### src/rtl/timed_key_discard_table_assert.svh
// ----------------------------------------------------------------------------
// Assertion macros for the timed key discard table
// Concurrent checks sampled on the rising clock edge and disabled in reset.
// ----------------------------------------------------------------------------
`ifndef TIMED_KEY_DISCARD_TABLE_ASSERT_SVH
`define TIMED_KEY_DISCARD_TABLE_ASSERT_SVH

// The consequent must hold in the same cycle as the antecedent.
`define TKDT_ASSERT_SAME(label, clk, rst_n, pre, post) \
  label: assert property (@(posedge clk) disable iff (!rst_n) (pre) |-> (post)) \
    else $error("timed key discard table: same-cycle check failed");

// The consequent must hold in the cycle after the antecedent.
`define TKDT_ASSERT_NEXT(label, clk, rst_n, pre, post) \
  label: assert property (@(posedge clk) disable iff (!rst_n) (pre) |=> (post)) \
    else $error("timed key discard table: next-cycle check failed");

`endif

### src/rtl/tkdt_pkg.sv
// ----------------------------------------------------------------------------
// tkdt_pkg
// Command codes, status codes and shared types of the timed key discard table.
// ----------------------------------------------------------------------------
package tkdt_pkg;

  typedef enum logic [2:0] {
    CMD_TRACK    = 3'd0,
    CMD_MARK     = 3'd1,
    CMD_CLEAR    = 3'd2,
    CMD_KEEP     = 3'd3,
    CMD_DISCARD  = 3'd4,
    CMD_PURGE    = 3'd5,
    CMD_TICK     = 3'd6
  } cmd_t;

  localparam logic [1:0] STAT_OK   = 2'd0;
  localparam logic [1:0] STAT_MISS = 2'd1;
  localparam logic [1:0] STAT_FULL = 2'd2;

  localparam int PURGE_BITS = 7;
  localparam logic [PURGE_BITS-1:0] PURGE_MAX = '1;

  // Per-entry decisions taken on one word read from the table.
  typedef struct packed {
    logic match;
    logic vacant;
    logic expired;
    logic drop;
  } eval_t;

endpackage

### src/rtl/tkdt_eval.sv
// ----------------------------------------------------------------------------
// tkdt_eval
// Classifies one table word: key hit, free slot, expiry and purge decision.
// ----------------------------------------------------------------------------
module tkdt_eval #(
  parameter int KEY_BITS  = 64,
  parameter int TIME_BITS = 32
) (
  input  logic                 valid,
  input  logic                 received,
  input  logic                 has_exp,
  input  logic [TIME_BITS-1:0] exp_time,
  input  logic [KEY_BITS-1:0]  entry_key,
  input  logic [KEY_BITS-1:0]  ref_key,
  input  logic [TIME_BITS-1:0] now,
  output tkdt_pkg::eval_t      flags
);
  import tkdt_pkg::*;

  logic expired;

  assign expired       = (exp_time <= now);
  assign flags.match   = valid && (entry_key == ref_key);
  assign flags.vacant  = !valid;
  assign flags.expired = expired;
  // An entry with an expiry goes when it runs out, one without when unreceived.
  assign flags.drop    = valid && (has_exp ? expired : !received);

endmodule

### config.mk
export PLATFORM = sky130hd
export DESIGN_NAME = tkdt_eval
export DESIGN_NICKNAME = d
export VERILOG_FILES = /design/src/rtl/timed_key_discard_table_assert.svh /design/src/rtl/tkdt_pkg.sv /design/src/rtl/tkdt_eval.sv
export SDC_FILE = /design/constraint.sdc
export NUM_CORES = 1
export LEC_CHECK = 0
export BUFFER_PORTS_ARGS = -buffer_cell sky130_fd_sc_hd__buf_2
export CELL_PAD_IN_SITES_DETAIL_PLACEMENT = 0
export CELL_PAD_IN_SITES_GLOBAL_PLACEMENT = 1
export CORE_MARGIN = 1
export CORE_UTILIZATION = 22
export DETAILED_ROUTE_END_ITERATION = 8
export PLACE_DENSITY_LB_ADDON = 0.1
export SLEW_MARGIN = 25
export SYNTH_ARGS = -nofsm -noshare
export SYNTH_HDL_FRONTEND = slang
export SYNTH_SLANG_ARGS = --single-unit
### constraint.sdc
create_clock -name vclk -period 3.5
set_input_delay 0 -clock vclk [all_inputs]
set_output_delay 0 -clock vclk [all_outputs]
set_load 0.005 [all_outputs]
==> metrics, run 1 <==
most common cell in the netlist inv_1; I/O Buffers 199; Die H 86.8 um; GR peak layer met2; global route overflow 0; power per cell area 100 nW/um^2; GPL Wtd Cong 0.708; CP Data Required Time 3.50 ns; most instantiated cells after synthesis inv_1, xor2_1, ha_1; met3 GRT Util 0.0219; Slew Limit Fails 0; GR Layer Usage met2 0.285; initial antenna violation count 0; Setup Viol. Count Final 0; HPWL Detailed 5.34 mm; total of warnings raised by yosys 0; n_diodes 0; number of clock buffers in the layout 0; nets 642; CP Class in -> out; cts hold-fix bufs 0; RSZ-0062 raised after global routing false; critical-path maximum fanout 5; final hold vios 0; first-pass GRT wire length 8.02 mm; max frequency 0.568 GHz; Iteration-0 DRC Markers 6; Area contributors post-synth ha_1, xor2_1, xnor2_1; headroom to the max-slew limit 0.756; DR vias 2095; Cell variety after synth 29; layout cell share with drive strength beyond 1 0.489; Max Cap Viol 0; post-CTS resize count 0; Area after DPL 2690 um^2; Fillers 755; VDD IR-drop max 0.0436 mV; Final Cell Area 2690 um^2; DRT Wirelength 5.38 mm; Mapped Area 1580 um^2; post-synth top area cell ha_1; sequential share of the synthesized area 0; routed len/inst 10.6 um; status complete, no violations; seq_cells 0; Final min period 1.76 ns; core area 6870 um^2; gr usage total 0.131; Worst-Margin Slew 0.366 ns; Fin Setup TNS 0 ns; Die X 86.8 um; Critical Path AT 1.76 ns; LEAKAGE 0.00153 uW; fin crit share 0.503; Crit. End Element primary output; P&R area growth vs syn 70.2%; Non-Filler Instances 509; Seq. cell area 0 um^2; I/O pin count 199; Starting Density 0.230; DRT Pass-1 Iters 4; Hold Path Class in -> out; # Post-CTS Setup Buffers 0; drt via density 4.12; vias in the first global route 1995; pin count of the biggest net entering global routing 6; syn nets 442; critical path launch point type primary input; placed cells 509; # DRC 0; Synth Instances 215; Site Rows 30; Die Area 7530 um^2; antenna-violating nets left 0; GR Util met1 0.134; top-area cell type share of the netlist area 0.253; Syn Area/Cell 7.35 um^2
through the flow:
step,utilization,total power (uW),hold slack (ns),setup WS [ns]
after global routing,0.391,308,0.332,1.54
after global placement,0.391,271,0.294,1.75
after CTS,0.391,276,0.304,1.71
final,0.391,270,0.285,1.74
after detailed placement,0.391,274,0.302,1.72
after floorplan,-,132,0.0478,2.01
layer usage:
| metal | up-vias | wire length (um) | share of wire |
|---|---|---|---|
| li1 | 1155 | - | - |
| met1 | 846 | 2000 | 0.37 |
| met2 | 94 | 2940 | 0.55 |
| met3 | 0 | 437 | 0.081 |
| met4 | 0 | 0 | 0 |
| met5 | - | 0 | 0 |
layout make-up:
type | count | area, um^2 | area share
Inverter | 37 | 139 | 0.0517
Multi-Input combinational cell | 177 | 1430 | 0.533
Tap cell | 96 | 120 | 0.0447
Timing Repair Buffer | 199 | 996 | 0.370
power by group:
group | switching (uW) | internal [uW]
sequential | 0 | 0
clock | 0 | 0
combinational | 113 | 157
logic make-up (layout without fill, tap and decap cells):
family                     after synthesis  count (layout)  share of synthesized area
adders and majority gates               32              32                      0.253
AOI/OAI and AO/OA                       32              32                      0.122
buffers and inverters                   38             236                     0.0926
and+or+nand+nor                         53              53                      0.200
xor gates and xnor gates                60              60                      0.333
layout by cell type, fill, tap and decap left out, types with 2 or more instances in the layout:
cell and instances:
nand3_1 6, o21ai_1 3, ha_1 32, nand4_1 14
inv_1 37, nor3_1 2, nor2b_1 2, nand2b_1 2
xnor2_1 27, nor2_1 3, a21oi_1 14, xor2_1 33
nand2_1 8, o21ai_0 3, nor4_1 11, a31oi_1 3
a221oi_1 2, o22ai_1 2, buf_2 199
worst paths after layout:
kind	start	end	depth (start not counted)
worst max-delay path	exp_time[30]	flags[0]	8
worst min-delay path	valid	flags[2]	3
worst max-delay path, cell delays in order:
cell     delay, ns
buf_2         0.10
ha_1          0.32
nand4_2       0.16
or4_4         0.57
o21ai_1       0.15
a31oi_1       0.07
nor4_2        0.24
buf_2         0.15
Note: power is estimated with default switching activity, not from simulation.
==> run 2: changes to the inputs <==
CORE_UTILIZATION = 18   (was 22)
clock period = 1.6 ns   (was 3.5 ns; I/O delays follow)
==> run 2 against run 1 <==
The run now ends with negative setup slack left. Wire length grew 12%. Design area up 16%. Utilization fell by 1.7 points. Critical path depth increased by 1. Sequential cell count is the same. Count of clock-buffer cells in the layout did not move. Final cell count grew 5.1%. Power increased to 2.7 times the previous value. Global-route usage decreased by 1.0 points. Setup slack worse by 1.8 ns. Die area rose by 22%.
==> metrics, run 2 (synthesis results as in run 1) <==
fin util 0.375 (-0.0167); cts hold-fix bufs 0 (unchanged); P&R area growth vs syn 97.8%; Hold Path Class in -> out; Worst-Margin Slew 0.334 ns (-0.0328 ns); critical path launch point type primary input; core area 8340 um^2 (+21%); status complete, but fails checks; critical path's top delay family simple AND/OR/NAND/NOR gates; Slew Limit Fails 0 (unchanged); global route overflow 0 (unchanged); crit-path max cell delay 0.59 ns (+0.02 ns); Final Cell Area 3130 um^2 (+16%); GPL Wtd Cong 0.737 (+4.1%); power per cell area 230 nW/um^2 (+130%); LEAKAGE 0.00163 uW (+6.5%); Site Rows 33 (+10%); RSZ-0062 raised after global routing true; first-pass GRT wire length 8.89 mm (+11%); footprint of the multi-input gates 1650 um^2 (+15%); Final min period 1.62 ns; routed len/inst 11.2 um (+6.4%); n_diodes 0 (unchanged); Area after DPL 2810 um^2 (+4.3%); failing checks negative setup slack; final hold vios 0 (unchanged); layout cell share with drive strength beyond 1 0.579 (+0.0900); drt via density 4.15 (+0.73%); gr usage total 0.120 (-0.0101); Die X 95.7 um (+10%); Critical Path AT 1.62 ns (-0.14 ns); Worst Hold Endpoint flags[2]; met3 GRT Util 0.0229 (+0.00100); pin count of the biggest net entering global routing 4 (-2); Starting Density 0.189 (-0.0406); Crit. End Element primary output; DRT Pass-1 Iters 4 (unchanged); final worst slack -0.0194 ns (-1.76 ns); I/O pin count 199 (unchanged); initial antenna violation count 0 (unchanged); seq_cells 0 (unchanged); HPWL Detailed 5.53 mm (+3.5%); min-delay src valid; critical-path cell list buf_2, inv_1, ha_1, nand4_1, or4_4, nand3_2, a31oi_1, nor4_2, buf_2; Setup Viol. Count Final 1 (+1); Crit-path slowest cell or4_4; nets 659 (+2.6%); fin crit share 1.01; Fillers 917 (+21%); most frequent cells in the layout buf_2, xor2_1, inv_1, xnor2_1, ha_1; commonest non-fill, non-tap cell in the layout buf_2; GR Util met1 0.113 (-0.0210); I/O Buffers 199 (unchanged); Iteration-0 DRC Markers 12 (+6); GR Layer Usage met2 0.274 (-0.0112); max frequency 0.618 GHz; # DRC 0 (unchanged); antenna-violating nets left 0 (unchanged); CP Class in -> out; critical-path maximum fanout 3 (-2); DRT Wirelength 6.02 mm (+12%); CP Data Required Time 1.60 ns (-1.90 ns); Max Cap Viol 0 (unchanged); WHS Path Cells 3 (unchanged); vias in the first global route 2243 (+12%); GR peak layer met2; number of clock buffers in the layout 0 (unchanged); Critical path buffers and inverters 3 (+1); headroom to the max-slew limit 0.776 (+0.0198); most frequent CP cell buf_2; VDD IR-drop max 0.0871 mV (+100%); Die H 95.7 um (+10%); Seq. cell area 0 um^2 (unchanged); Die Area 9160 um^2 (+22%); DR vias 2218 (+5.9%)
## run 2: cell types whose count changed in the layout (fill, tap and decap cells not counted), moves of 9 or more
| cell | previous run | this run |
|---|---|---|
| ha_1 | 32 | 17 |
| inv_2 | 0 | 9 |
| buf_4 | 0 | 16 |
| inv_1 | 37 | 27 |
| buf_6 | 0 | 12 |
| ha_4 | 0 | 15 |
| buf_2 | 199 | 187 |
## run 2: routing by layer
layer / vias to the layer above / routed length [um]
li1: 1187 / -
met1: 931 / 1980
met2: 100 / 3470
met3: 0 / 571
met4: 0 / 0
met5: - / 0
## run 2: per-stage QoR
| step | setup TNS (ns) | cells | power [uW] | setup WS, ns | hold WS [ns] |
|---|---|---|---|---|---|
| after floorplan | 0 | 215 | 288 | 0.112 | 0.0478 |
| after global placement | -0.122 | 532 | 635 | -0.103 | 0.294 |
| after detailed placement | -0.189 | 532 | 639 | -0.151 | 0.294 |
| after CTS | 0 | 535 | 696 | 0.00107 | 0.295 |
| after global routing | -0.203 | 535 | 813 | -0.162 | 0.337 |
| final | -0.0194 | 535 | 718 | -0.0194 | 0.284 |
## run 2: worst max-delay path by stage
| stage | start | slack, ns | cells after the start | end |
|---|---|---|---|---|
| floorplan | now[30] | 0.11 | 7 | flags[0] |
| CTS | now[14] | 0.001 | 9 | flags[0] |
| detailed placement | now[30] | -0.15 | 9 | flags[0] |
| global placement | now[30] | -0.10 | 9 | flags[0] |
| finish | now[10] | -0.02 | 9 | flags[0] |
| global route | now[14] | -0.16 | 10 | flags[0] |
## run 2: where the power goes
part	switching (uW)	total, uW	internal, uW
clock network	0	0	0
logic	288	718	430
registers	0	0	0
## run 2: layout make-up
type	count	share of cell area
Multi-Input combinational cell	177	0.527
Timing Repair Buffer	216	0.386
Inverter	37	0.0452
Tap cell	105	0.0420
## run 2: timing repair
item | CTS | global route
endpoints found under the setup margin | 2 | 2
pin swaps | 13 | 4
setup buffers | 3 | 0
endpoints found under the hold margin | 0 | 0
gates resized for setup | 27 | 18
## run 2: worst min-delay path, stage by stage
cell and delay [ns]:
buf_2 0.07, inv_1 0.07, buf_2 0.14
